[config.mk]
export PLATFORM = sky130hd
export DESIGN_NAME = bitmap_free_run_allocator_flat
export DESIGN_NICKNAME = d
export VERILOG_FILES = /design/src/design/bfra_pkg.sv /design/src/design/bfra_if.sv /design/src/design/bfra_ram.sv /design/src/design/bitmap_free_run_allocator.sv /design/src/flat_wrapper.sv
export SDC_FILE = /design/constraint.sdc
export NUM_CORES = 2
export LEC_CHECK = 0
export BUFFER_PORTS_ARGS = -buffer_cell sky130_fd_sc_hd__buf_2
export CAP_MARGIN = 20
export CORE_MARGIN = 5
export CORE_UTILIZATION = 50
export CTS_BUF_LIST = sky130_fd_sc_hd__clkbuf_4
export CTS_CLUSTER_DIAMETER = 120
export CTS_CLUSTER_SIZE = 16
export DETAILED_ROUTE_END_ITERATION = 8
export GPL_ROUTABILITY_DRIVEN = 0
export PLACE_DENSITY_LB_ADDON = 0.25
export SYNTH_ARGS = -nofsm -noshare
export SYNTH_HDL_FRONTEND = slang
export SYNTH_SLANG_ARGS = --single-unit
[constraint.sdc]
create_clock -name clk_i -period 23.9 [get_ports clk_i]
set_clock_uncertainty 0.05 [all_clocks]
set_input_delay 3.585 -clock clk_i [delete_from_list [all_inputs] [get_ports clk_i]]
set_output_delay 3.585 -clock clk_i [all_outputs]
set_load 0.01 [all_outputs]
[src/design/bfra_pkg.sv]
// Shared constants, codes and types of the bitmap free-run allocator.
`default_nettype none
package bfra_pkg;

  localparam int unsigned MAP_BYTES = 128;
  localparam int unsigned ADDR_W    = (MAP_BYTES > 1) ? $clog2(MAP_BYTES) : 1;
  localparam int unsigned BYTE_W    = 8;
  localparam int unsigned BIT_SEL_W = 3;
  localparam int unsigned IDX_W     = 10;
  localparam int unsigned LEN_W     = 11;
  localparam int unsigned CFG_W     = 8;
  localparam int unsigned LIM_W     = 8;
  // Bit indices reach 1024 bits, so no more than 128 bytes are ever in use.
  localparam int unsigned INDEX_REACH_BYTES = 128;
  localparam int unsigned LIMIT_MAX =
    (MAP_BYTES < INDEX_REACH_BYTES) ? MAP_BYTES : INDEX_REACH_BYTES;
  localparam logic [CFG_W-1:0] CFG_RESET = CFG_W'(128);

  typedef enum logic [1:0] {
    ACT_TEST  = 2'd0,
    ACT_WRITE = 2'd1,
    ACT_SCAN  = 2'd2
  } action_e;

  typedef enum logic [3:0] {
    ST_IDLE   = 4'b0001,
    ST_ACCESS = 4'b0010,
    ST_SCAN   = 4'b0100,
    ST_RESP   = 4'b1000
  } state_e;

  typedef struct packed {
    logic             bit_state;
    logic             found;
    logic [IDX_W-1:0] start_index;
    logic             index_error;
  } res_t;

endpackage
`default_nettype wire

[src/design/bfra_if.sv]
// Request and response channel interfaces of the bitmap free-run allocator.
`default_nettype none
interface bfra_req_if import bfra_pkg::*; ();
  logic             valid;
  logic             ready;
  action_e          action;
  logic [IDX_W-1:0] bit_index;
  logic             bit_value;
  logic [LEN_W-1:0] run_length;

  modport source (output valid, output action, output bit_index, output bit_value,
                  output run_length, input ready);
  modport sink   (input valid, input action, input bit_index, input bit_value,
                  input run_length, output ready);
endinterface

interface bfra_rsp_if import bfra_pkg::*; ();
  logic             valid;
  logic             ready;
  logic             bit_state;
  logic             found;
  logic [IDX_W-1:0] start_index;
  logic             index_error;

  modport source (output valid, output bit_state, output found, output start_index,
                  output index_error, input ready);
  modport sink   (input valid, input bit_state, input found, input start_index,
                  input index_error, output ready);
endinterface
`default_nettype wire

[src/design/bfra_ram.sv]
// Generic single-write, single-read RAM with registered read data.
`default_nettype none
module bfra_ram #(
  parameter int unsigned WIDTH = 8,
  parameter int unsigned DEPTH = 128
) (
  input  logic                     clk_i,
  input  logic                     we_i,
  input  logic [$clog2(DEPTH)-1:0] waddr_i,
  input  logic [WIDTH-1:0]         wdata_i,
  input  logic                     re_i,
  input  logic [$clog2(DEPTH)-1:0] raddr_i,
  output logic [WIDTH-1:0]         rdata_o
);

  logic [WIDTH-1:0] mem_q [DEPTH];

  always_ff @(posedge clk_i) begin
    if (we_i) begin
      mem_q[waddr_i] <= wdata_i;
    end
    if (re_i) begin
      rdata_o <= mem_q[raddr_i];
    end
  end

endmodule
`default_nettype wire

[src/design/bitmap_free_run_allocator.sv]
// Top level of the bitmap free-run allocator: control, scan logic and bitmap RAM.
//
//  channel  | dir | handshake         | word
//  ---------+-----+-------------------+-------------------------------------------
//  req_i    | in  | valid/ready       | action, bit_index, bit_value, run_length
//  rsp_o    | out | valid/ready       | bit_state, found, start_index, index_error
//  cfg      | in  | cfg_we_i          | cfg_wdata_i = active_bytes
//
// One request at a time. A test or write goes from acceptance to the output
// register through RAM read, modify or pick, and result; an out-of-range index,
// an empty scan or an unused action goes straight to the result. A scan reads
// one bitmap byte a cycle from the single RAM read port, up to the active bytes.
// Reset clears the bitmap at once through per-byte valid bits; no clearing pass.
// A waiting result sits in the output register while the next request is taken.
`default_nettype none
module bitmap_free_run_allocator import bfra_pkg::*; (
  input  logic             clk_i,
  input  logic             rst_ni,
  input  logic             cfg_we_i,
  input  logic [CFG_W-1:0] cfg_wdata_i,
  bfra_req_if.sink         req_i,
  bfra_rsp_if.source       rsp_o
);

  state_e             state_q, state_d;
  logic [CFG_W-1:0]   cfg_q;
  action_e            act_q;
  logic [IDX_W-1:0]   idx_q;
  logic               val_q;
  logic [LEN_W-1:0]   want_q;
  logic [LIM_W-1:0]   byte_q, byte_d;
  logic [LEN_W-1:0]   cnt_q, cnt_d;
  logic [IDX_W-1:0]   first_q, first_d;
  res_t               res_q, res_d;
  res_t               out_q;
  logic               out_valid_q;
  logic [MAP_BYTES-1:0] vld_q;
  logic               vld_rd_q;

  logic [LIM_W-1:0]   limit_bytes;
  logic               req_fire;
  logic               out_free;
  logic               idx_ok;
  logic               ram_re, ram_we;
  logic [ADDR_W-1:0]  ram_raddr, ram_waddr;
  logic [BYTE_W-1:0]  ram_wdata, ram_rdata, rd_byte;
  logic [BYTE_W-1:0]  bit_mask;

  // scan of one byte
  logic [LEN_W-1:0]   scan_cnt;
  logic [IDX_W-1:0]   scan_first;
  logic               hit;
  logic [IDX_W-1:0]   hit_start;

  assign limit_bytes = (cfg_q > LIM_W'(LIMIT_MAX)) ? LIM_W'(LIMIT_MAX) : cfg_q;
  assign req_fire    = req_i.valid && req_i.ready;
  assign req_i.ready = (state_q == ST_IDLE);
  assign out_free    = !out_valid_q || rsp_o.ready;
  assign idx_ok      = LIM_W'(req_i.bit_index[IDX_W-1:BIT_SEL_W]) < limit_bytes;
  // Bytes never written since reset read as free.
  assign rd_byte     = vld_rd_q ? ram_rdata : '0;
  assign ram_waddr   = ADDR_W'(idx_q[IDX_W-1:BIT_SEL_W]);
  assign bit_mask    = BYTE_W'(1) << idx_q[BIT_SEL_W-1:0];

  bfra_ram #(
    .WIDTH (BYTE_W),
    .DEPTH (MAP_BYTES)
  ) u_map_ram (
    .clk_i   (clk_i),
    .we_i    (ram_we),
    .waddr_i (ram_waddr),
    .wdata_i (ram_wdata),
    .re_i    (ram_re),
    .raddr_i (ram_raddr),
    .rdata_o (ram_rdata)
  );

  // Walk the eight bits of the current byte; restart the run on each used bit.
  always_comb begin
    scan_cnt   = cnt_q;
    scan_first = first_q;
    hit        = 1'b0;
    hit_start  = first_q;
    for (int b = 0; b < BYTE_W; b++) begin
      if (!hit) begin
        if (rd_byte[b]) begin
          scan_cnt = '0;
        end else begin
          if (scan_cnt == '0) begin
            scan_first = IDX_W'({byte_q, BIT_SEL_W'(b)});
          end
          scan_cnt = LEN_W'(scan_cnt + 1'b1);
          if (scan_cnt == want_q) begin
            hit       = 1'b1;
            hit_start = scan_first;
          end
        end
      end
    end
  end

  always_comb begin
    state_d   = state_q;
    res_d     = res_q;
    byte_d    = byte_q;
    cnt_d     = cnt_q;
    first_d   = first_q;
    ram_re    = 1'b0;
    ram_raddr = ADDR_W'(req_i.bit_index[IDX_W-1:BIT_SEL_W]);
    ram_we    = 1'b0;
    ram_wdata = val_q ? (rd_byte | bit_mask) : (rd_byte & ~bit_mask);
    case (state_q)
      ST_IDLE: begin
        if (req_fire) begin
          res_d = '0;
          case (req_i.action)
            ACT_TEST, ACT_WRITE: begin
              if (idx_ok) begin
                ram_re  = 1'b1;
                state_d = ST_ACCESS;
              end else begin
                res_d.index_error = 1'b1;
                state_d           = ST_RESP;
              end
            end
            ACT_SCAN: begin
              if (req_i.run_length != '0 && limit_bytes != '0) begin
                ram_re    = 1'b1;
                ram_raddr = '0;
                byte_d    = '0;
                cnt_d     = '0;
                first_d   = '0;
                state_d   = ST_SCAN;
              end else begin
                state_d = ST_RESP;
              end
            end
            default: state_d = ST_RESP;
          endcase
        end
      end
      ST_ACCESS: begin
        if (act_q == ACT_WRITE) begin
          ram_we = 1'b1;
        end else begin
          res_d.bit_state = rd_byte[idx_q[BIT_SEL_W-1:0]];
        end
        state_d = ST_RESP;
      end
      ST_SCAN: begin
        if (hit) begin
          res_d.found       = 1'b1;
          res_d.start_index = hit_start;
          state_d           = ST_RESP;
        end else if (byte_q == LIM_W'(limit_bytes - 1'b1)) begin
          state_d = ST_RESP;
        end else begin
          // advance to the next byte, carrying the open run
          byte_d    = LIM_W'(byte_q + 1'b1);
          cnt_d     = scan_cnt;
          first_d   = scan_first;
          ram_re    = 1'b1;
          ram_raddr = ADDR_W'(byte_q + 1'b1);
        end
      end
      ST_RESP: begin
        if (out_free) begin
          state_d = ST_IDLE;
        end
      end
      default: state_d = ST_IDLE;
    endcase
  end

  always_ff @(posedge clk_i or negedge rst_ni) begin
    if (!rst_ni) begin
      state_q     <= ST_IDLE;
      cfg_q       <= CFG_RESET;
      out_valid_q <= 1'b0;
      vld_q       <= '0;
      vld_rd_q    <= 1'b0;
    end else begin
      state_q <= state_d;
      if (cfg_we_i) begin
        cfg_q <= cfg_wdata_i;
      end
      if (state_q == ST_RESP && out_free) begin
        out_valid_q <= 1'b1;
      end else if (rsp_o.ready) begin
        out_valid_q <= 1'b0;
      end
      if (ram_we) begin
        vld_q[ram_waddr] <= 1'b1;
      end
      if (ram_re) begin
        vld_rd_q <= vld_q[ram_raddr];
      end
    end
  end

  always_ff @(posedge clk_i) begin
    if (req_fire) begin
      act_q  <= req_i.action;
      idx_q  <= req_i.bit_index;
      val_q  <= req_i.bit_value;
      want_q <= req_i.run_length;
    end
    byte_q  <= byte_d;
    cnt_q   <= cnt_d;
    first_q <= first_d;
    res_q   <= res_d;
    if (state_q == ST_RESP && out_free) begin
      out_q <= res_q;
    end
  end

  assign rsp_o.valid       = out_valid_q;
  assign rsp_o.bit_state   = out_q.bit_state;
  assign rsp_o.found       = out_q.found;
  assign rsp_o.start_index = out_q.start_index;
  assign rsp_o.index_error = out_q.index_error;

  a_write_only_in_access: assert property (@(posedge clk_i) disable iff (!rst_ni)
    ram_we |-> (state_q == ST_ACCESS && act_q == ACT_WRITE))
    else $error("bitmap written outside a write access");

  a_scan_within_limit: assert property (@(posedge clk_i) disable iff (!rst_ni)
    (state_q == ST_SCAN) |-> (byte_q < limit_bytes))
    else $error("scan ran past the active bytes");

  a_resp_holds_when_blocked: assert property (@(posedge clk_i) disable iff (!rst_ni)
    (state_q == ST_RESP && out_valid_q && !rsp_o.ready) |=> (state_q == ST_RESP))
    else $error("result dropped while the output register was full");

  a_found_is_clean: assert property (@(posedge clk_i) disable iff (!rst_ni)
    (out_valid_q && out_q.found) |-> (!out_q.index_error && !out_q.bit_state))
    else $error("scan result carries test or error flags");

endmodule
`default_nettype wire

[src/flat_wrapper.sv]
// flat-port wrapper written by rule: the top's interface ports become plain ports
module bitmap_free_run_allocator_flat import bfra_pkg::*;
  (clk_i, rst_ni, cfg_we_i, cfg_wdata_i, req_i_valid, req_i_action, req_i_bit_index, req_i_bit_value, req_i_run_length, req_i_ready, rsp_o_valid, rsp_o_bit_state, rsp_o_found, rsp_o_start_index, rsp_o_index_error, rsp_o_ready);
  bfra_req_if req_i_i ();
  bfra_rsp_if rsp_o_i ();
  input  logic clk_i;
  input  logic rst_ni;
  input  logic cfg_we_i;
  input  logic [CFG_W-1:0] cfg_wdata_i;
  input wire logic [$bits(req_i_i.valid)-1:0] req_i_valid;
  input wire logic [$bits(req_i_i.action)-1:0] req_i_action;
  input wire logic [$bits(req_i_i.bit_index)-1:0] req_i_bit_index;
  input wire logic [$bits(req_i_i.bit_value)-1:0] req_i_bit_value;
  input wire logic [$bits(req_i_i.run_length)-1:0] req_i_run_length;
  output wire logic [$bits(req_i_i.ready)-1:0] req_i_ready;
  output wire logic [$bits(rsp_o_i.valid)-1:0] rsp_o_valid;
  output wire logic [$bits(rsp_o_i.bit_state)-1:0] rsp_o_bit_state;
  output wire logic [$bits(rsp_o_i.found)-1:0] rsp_o_found;
  output wire logic [$bits(rsp_o_i.start_index)-1:0] rsp_o_start_index;
  output wire logic [$bits(rsp_o_i.index_error)-1:0] rsp_o_index_error;
  input wire logic [$bits(rsp_o_i.ready)-1:0] rsp_o_ready;
  assign req_i_i.valid = req_i_valid;
  assign req_i_i.action = req_i_action;
  assign req_i_i.bit_index = req_i_bit_index;
  assign req_i_i.bit_value = req_i_bit_value;
  assign req_i_i.run_length = req_i_run_length;
  assign req_i_ready = req_i_i.ready;
  assign rsp_o_valid = rsp_o_i.valid;
  assign rsp_o_bit_state = rsp_o_i.bit_state;
  assign rsp_o_found = rsp_o_i.found;
  assign rsp_o_start_index = rsp_o_i.start_index;
  assign rsp_o_index_error = rsp_o_i.index_error;
  assign rsp_o_i.ready = rsp_o_ready;
  bitmap_free_run_allocator u_core (.clk_i(clk_i), .rst_ni(rst_ni), .cfg_we_i(cfg_we_i), .cfg_wdata_i(cfg_wdata_i), .req_i(req_i_i), .rsp_o(rsp_o_i));
endmodule
# After elaboration in Yosys (flattened, before gate mapping)

Memories as Yosys holds them, arrays and structs flattened. A register that Yosys moved wholly into a read port is not among the register bits.
Cells that the tools add are included.

RAM bits: 1,024
Input bits: 37
Memories: 1
Output and inout bits: 15
Logic and storage cells: 245
Register bits after elaboration: 221

Magnitude comparators: 6
Bitwise gates (word level): 4
Mux-type cells: 152
Reductions and logical operators: 26
Equal/unequal tests: 25
Add/subtract/negate cells: 10
Shifts and indexed selects: 1

Memory list:

| name                   | words | width | rd ports | clocked after memory_dff | write ports | RTL line       | source |
|---|---|---|---|---|---|---|---|
| u_core.u_map_ram.mem_q | 128   | 8     | 1        | 1                        | 1           | bfra_ram.sv:16 | `logic [WIDTH-1:0] mem_q [DEPTH];` |

Operators with widths:

| operator                | number |
|---|---|
| $mux W10                | 58 |
| $mux W11                | 21 |
| $or A128 B128 Y128      | 1 |
| $add A11 B1 Y11 const B | 8 |
| $eq A11 B11 Y1          | 8 |
| $logic_not A11 Y1       | 8 |
| $mux W8                 | 8 |
| $pmux W11 S2            | 2 |
| $mux W1                 | 40 |
| $mux W7                 | 5 |
| $mux W4                 | 6 |
| $pmux W10 S2            | 1 |
| $lt A7 B8 Y1 const B    | 2 |
| $pmux W4 S4             | 1 |
| $pmux W8 S2             | 1 |
| $pmux W7 S2             | 1 |
| $mux W13                | 1 |
| $ne A2 B2 Y1 const B    | 6 |
| $reduce_bool A11 Y1     | 1 |
| $reduce_and A3 Y1       | 3 |
| $add A8 B1 Y8 const B   | 1 |
| $and A8 B8 Y8           | 1 |
| $eq A8 B8 Y1            | 1 |
| $gt A8 B8 Y1 const B    | 1 |
| 29 further kinds        | 38 |

# Depth between registers and ports, before layout

Depth in word-level cells: 34
Mapped depth: 67
Mapped depth without buffers: 53

# By module

From an unflattened synthesis, not the netlist that was laid out.

Cells, all modules: 3,762
Area total of the unflattened synthesis: 57,924.3 um2

By module, submodules not included:

| module                    | seq. area each (um2) | area an instance (um2) | cells an instance | instances |
|---|---|---|---|---|
| bfra_ram                  | 30,989.7             | 39,745.6               | 1,635             | 1 |
| bitmap_free_run_allocator | 5,928.2              | 18,178.7               | 2,127             | 1 |

# Least setup slack after synthesis

Ideal clock, no wire load.

Path kind: flip-flop to flip-flop
From: register u_core.cnt_q[1]
To: register u_core.u_map_ram.rdata_o[0] (read register of u_core.u_map_ram.mem_q) (data pin)
Arrival time: 12.333 ns
Period minus slack after synthesis: 12.651 ns
Library setup time: 0.268 ns
Stages on the path, launching flop included: 59
Setup slack: 11.249 ns
Path buffers: 12
Required time: 23.582 ns
Path through: edfxtp_1 > ha_1 > buf_2 > nand2_1 > nor4_1 > xnor3_1 > o211a_1 > clkbuf_1 > nand2_1 > clkbuf_1 > nand3_1 > o21ai_0 > ha_1 > nand3_1 > o2bb2ai_1 > a211oi_1 > o32ai_1 > nor2_2 > [... 23 more ...] > clkbuf_1 > or3_1 > a311oi_2 > o21a_1 > nand3_1 > nor4b_2 > xnor2_1 > or4_1 > buf_2 > nand2_2 > mux2_2 > nor2_1 > clkbuf_1 > a32oi_1 > a221oi_1 > nand2_1 > o221ai_1 > o31ai_1

Longest elaborated chain between the ends: 27
Elaborated cells on any way between the ends: 56
Those cells by class: add/sub: 8; eq/ne: 8; mux: 40

RTL lines:

| element                                           | RTL line                                                         | source |
|---|---|---|
| start: declaration                                | bitmap_free_run_allocator.sv:32                                  | `logic [LEN_W-1:0] cnt_q, cnt_d;` |
| start signal: assignment                          | bitmap_free_run_allocator.sv:209                                 | `cnt_q <= cnt_d;` |
| $add A11 B1 Y11 *                                 | bitmap_free_run_allocator.sv:92                                  | `scan_cnt = LEN_W'(scan_cnt + 1'b1);` |
| $mux W11 / $eq A11 B11 Y1 (equally long branches) | bitmap_free_run_allocator.sv:86, bitmap_free_run_allocator.sv:93 |  |
| $add A11 B1 Y11 / $mux W1 (equally long branches) | bitmap_free_run_allocator.sv:92, bitmap_free_run_allocator.sv:93 |  |
| $mux W11, or another cell as far along            | bitmap_free_run_allocator.sv:86                                  | `if (rd_byte[b]) begin` |
| $mux W11 / $mux W1 (equally long branches)        | bitmap_free_run_allocator.sv:85, bitmap_free_run_allocator.sv:93 |  |
| $add A11 B1 Y11 / $mux W1 (equally long branches) | bitmap_free_run_allocator.sv:92, bitmap_free_run_allocator.sv:86 |  |
| $mux W11, or another cell as far along            | bitmap_free_run_allocator.sv:86                                  |  |
| $mux W11 / $mux W1 (equally long branches)        | bitmap_free_run_allocator.sv:85, bitmap_free_run_allocator.sv:93 |  |
| [... 11 more ...]                                 | -                                                                |  |
| $mux W11                                          | bitmap_free_run_allocator.sv:85                                  | `if (!hit) begin` |
| $add A11 B1 Y11                                   | bitmap_free_run_allocator.sv:92                                  |  |
| $eq A11 B11 Y1                                    | bitmap_free_run_allocator.sv:93                                  | `if (scan_cnt == want_q) begin` |
| $mux W1                                           | bitmap_free_run_allocator.sv:93                                  |  |
| $mux W1                                           | bitmap_free_run_allocator.sv:86                                  |  |
| $mux W1 *                                         | bitmap_free_run_allocator.sv:85                                  |  |
| $mux W7 / $mux W1 (equally long branches)         | bitmap_free_run_allocator.sv:151                                 | `if (hit) begin` |
| $pmux W7 S2 / $pmux W1 S2 (equally long branches) | bitmap_free_run_allocator.sv:112                                 | `case (state_q)` |
| end: declaration                                  | bfra_ram.sv:13                                                   | `output logic [WIDTH-1:0] rdata_o` |

Every way passes the cells marked *; elsewhere a longest branch is shown, timed or not.
A chain may end at the register's enable or synchronous reset.

# Worst setup path in the final report

From: register u_core.cnt_q[0]
To: register u_core.u_map_ram.rdata_o[0] (read register of u_core.u_map_ram.mem_q) (data pin)

Same word-level chain as after synthesis.

==> results.py <==
metrics = {
    "synthesis": {
        "synth.largest_area_cell": "edfxtp_1",
        "synth_nets": 4485,
        "synth-simple-area-share_pct": 13.7,
        "yosys_warnings": 0,
        "synth_compound_gate_area_share_pct": 9.71,
        "syn_area_um2": 58100,
        "synth_xor_area_share_pct": 1.88,
        "synth_top_family_by_area": "simple AND/OR/NAND/NOR gates",
        "synthAdderAreaFrac_pct": 0.517,
        "synth_ff_type": "edfxtp_1",
        "ys_ff_latch": 1253,
        "synth_cells": 4424,
        "synth_mux_area_share_pct": 8.00,
        "synth_edf_count": 1111,
        "synth-async-reset-ratio_pct": 11.3,
        "postSynthAreaPerCell_um2": 13.1,
        "ys_seq_area_share_pct": 63.6,
        "synth_top_area_share_pct": 57.4,
        "netlist_top_cells_area": "edfxtp_1 (57%), dfrtp_1 (6.0%), mux4_2 (4.4%)",
        "yosysUniqueCellTypes": 125,
    },
    "timing": {
        "fin_crit_sh_pct": 77.6,
        "whs_ns": 0.374,
        "fmax_ghz": 0.0539,
        "grt_setup_unrepaired": "false",
        "setup_tns_ns": 0,
        "maxSlewHeadroom_pct": 8.72,
        "finalCriticalPeriod_ns": 18.54,
        "final_max_slew_viol_count": 0,
        "setup_viol": 0,
        "tightestPinTransition_ns": 1.37,
        "timing.final.hold_violations": 0,
    },
    "setup_path": {
        "crit-reg2reg-launch": "u_core.cnt_q[0]",
        "worstSetupEndpointType": "register",
        "rrSetupSlack_ns": 5.36,
        "slowest_delay_ns": 0.95,
        "crit_required_ns": 24.69,
        "cp_data_arrival_time_ns": 19.32,
        "timing.rr.end": "u_core.u_map_ram.rdata_o[0]",
        "rr_worst_depth": 50,
        "start_kind": "register",
        "cp_slowest_cell": "a311oi_1",
        "path_buf_inv": 4,
        "crit_start": "u_core.cnt_q[0]",
        "cp_common_cell": "nand2_1",
        "worstSetupPathType": "register to register",
        "worstPathMaxFanout": 120,
        "path_depth": 50,
        "crit_family": "simple AND/OR/NAND/NOR gates",
    },
    "die": {
        "chipWidth_um": 351,
        "rows": 125,
        "pin_count": 52,
        "dieArea_um2": 123000,
        "start_util_pct": 50.2,
        "coreArea_um2": 116000,
        "die_h_um": 351,
    },
    "clock_network": {
        "postCtsSetupBuffers": 0,
        "cts_tree": "yes",
        "path_clk_slew_ns": 0.18,
        "clock_latency_ns": 1.08,
        "cts_resized": 0,
        "cts_made_buffers": 89,
        "cts_max_level": 3,
        "clockBufferDepth": 3,
        "cts_hold_buf": 0,
        "ctsRootBufferMaster": "clkbuf_4",
        "clkSinkCount": 1253,
    },
    "detailed_routing": {
        "antenna_left": 0,
        "wire_per_inst_um": 28.4,
        "dr.pass1.iters": 9,
        "first_iter_violations": 5098,
        "vias_per_cell": 6.50,
        "routed_wl_um": 170000,
        "drc": 0,
        "num_vias": 38900,
    },
    "placement": {
        "dp_cells": 5801,
        "post-dp-hpwl_um": 109000,
        "port_buffers": 51,
        "dpl_cell_area_um2": 59700,
    },
    "grt": {
        "grt_pass1_wl_um": 251000,
        "grt_max_degree": 121,
        "grt-ovfl-total": 0,
        "antenna_found_initial": 2,
        "grt_use_total_pct": 27.2,
        "grt_pass1_vias": 37100,
    },
    "layout": {
        "final_layout_size_suffix_gt1_share_pct": 15.2,
        "stdcell_area_um2": 61100,
        "fin_nets": 4437,
        "syn2layout_area_growth_pct": 5.26,
        "stdcell_count": 5986,
    },
    "power_and_ir_drop": {
        "p_leak_nw": 21.2,
        "power_density_nw_per_um2": 91.5,
        "p_total_mw": 5.59,
        "irDropWorstVdd_uv": 57.7,
    },
    "flow_run": {
        "cap_viol_max_count": 0,
    },
    "min_path": {
        "hold_path_end": "u_core.rsp_o.start_index[0]",
        "hp-class": "register to register",
        "worstHoldPathCells": 0,
        "hold_start": "u_core.res_q[1]",
    },
    "outcome": {
        "status": "completed",
    },
}
[where the power goes]
group	switching (mW)	internal, mW	total, mW
sequential	0.0563	2.62	2.68
clock	0.668	0.302	0.971
combinational	1.35	0.593	1.95
[state kept, by name, summed over array words and instances (netlist names), 4 cells and up]
| register | flops |
|---|---|
| u_core.byte_q | 8 |
| u_core.cfg_q | 8 |
| u_core.cnt_q | 11 |
| u_core.first_q | 10 |
| u_core.idx_q | 10 |
| u_core.res_q | 13 |
| u_core.rsp_o.start_index | 10 |
| u_core.state_q | 4 |
| u_core.u_map_ram.mem_q | 1024 |
| u_core.u_map_ram.rdata_o | 8 |
| u_core.vld_q | 128 |
| u_core.want_q | 11 |
[Yosys cell counts, types with 30 or more instances]
library cell,instances
a311oi_1,53
and3_1,38
o21ai_0,55
o211ai_1,42
a211oi_1,43
or2_2,137
clkbuf_1,148
or3_1,30
and2_1,30
buf_2,77
nor3_1,65
nand2_1,592
nand4_1,57
mux4_2,113
a31oi_1,49
mux2i_1,187
xnor2_1,77
nor2_1,304
edfxtp_1,1111
inv_1,40
dfrtp_1,140
a21oi_1,145
a32oi_1,87
nand3_1,230
nor4_1,36
[cells by family after synthesis]
kind of cell | after synthesis
AOI/OAI and AO/OA | 750
xor gates and xnor gates | 111
and+or+nand+nor | 1645
DFF | 1253
buffers and inverters | 322
adders and majority gates | 24
muxes | 319
[how the worst max path moves through the flow]
| stage | endpoint | slack, ns |
|---|---|---|
| floorplan | u_core.u_map_ram.rdata_o[0] | 11.25 |
| global placement | u_core.u_map_ram.rdata_o[0] | 6.01 |
| detailed placement | u_core.u_map_ram.rdata_o[0] | 5.90 |
| CTS | u_core.u_map_ram.rdata_o[0] | 5.79 |
| global route | u_core.u_map_ram.rdata_o[1] | 4.30 |
| finish | u_core.u_map_ram.rdata_o[0] | 5.36 |
[per-stage QoR]
step	setup WS, ns	utilization (%)
floorplan	11.25	-
global placement	6.01	51.6
detailed placement	5.90	51.6
CTS	5.79	52.7
global route	4.30	52.8
finish	5.36	52.8
[worst register-to-register path: cells and delay by family, from the launching register on]
family | cells | cell delay [ns]
mux | 1 | 0.35
compound gates | 15 | 5.27
xor+xnor | 2 | 0.58
simple gates | 24 | 8.22
buf+inv | 4 | 1.57
fa+ha+maj | 4 | 1.70
flops | 1 | 0.58
[layer usage]
layer | GRT usage [%] | vias to the layer above | part of all wire, %
met4 | 11.0 | 0 | 5.0
met1 | 36.7 | 19400 | 38
met3 | 5.51 | 423 | 9.8
met5 | 0 | - | 0
met2 | 43.9 | 2201 | 47
li1 | - | 16900 | -
[area by class of cell]
cell class                 count  area, µm²
tap                         1524       1910
clock inverter                 8       70.1
inverter                      44        165
antenna                        9       22.5
fill                        9732      54600
clock buffer                 160       1200
timing repair buffer         139        982
multi-input combinational   2849      19900
sequential                  1253      36900
[cells in the final DEF, fill, tap and decap left out, drive strengths merged, types with 55 or more instances in the layout]
cell / n
buf: 138
or2: 141
xnor2: 78
a311oi: 55
edfxtp: 1111
dfrtp: 140
nand2: 595
o21ai: 69
a21oi: 150
mux2i: 189
nand4: 58
a32oi: 88
nor2: 309
clkbuf: 161
nand3: 233
mux4: 113
nor3: 70
No activity file was read; power rests on OpenSTA's default activity.
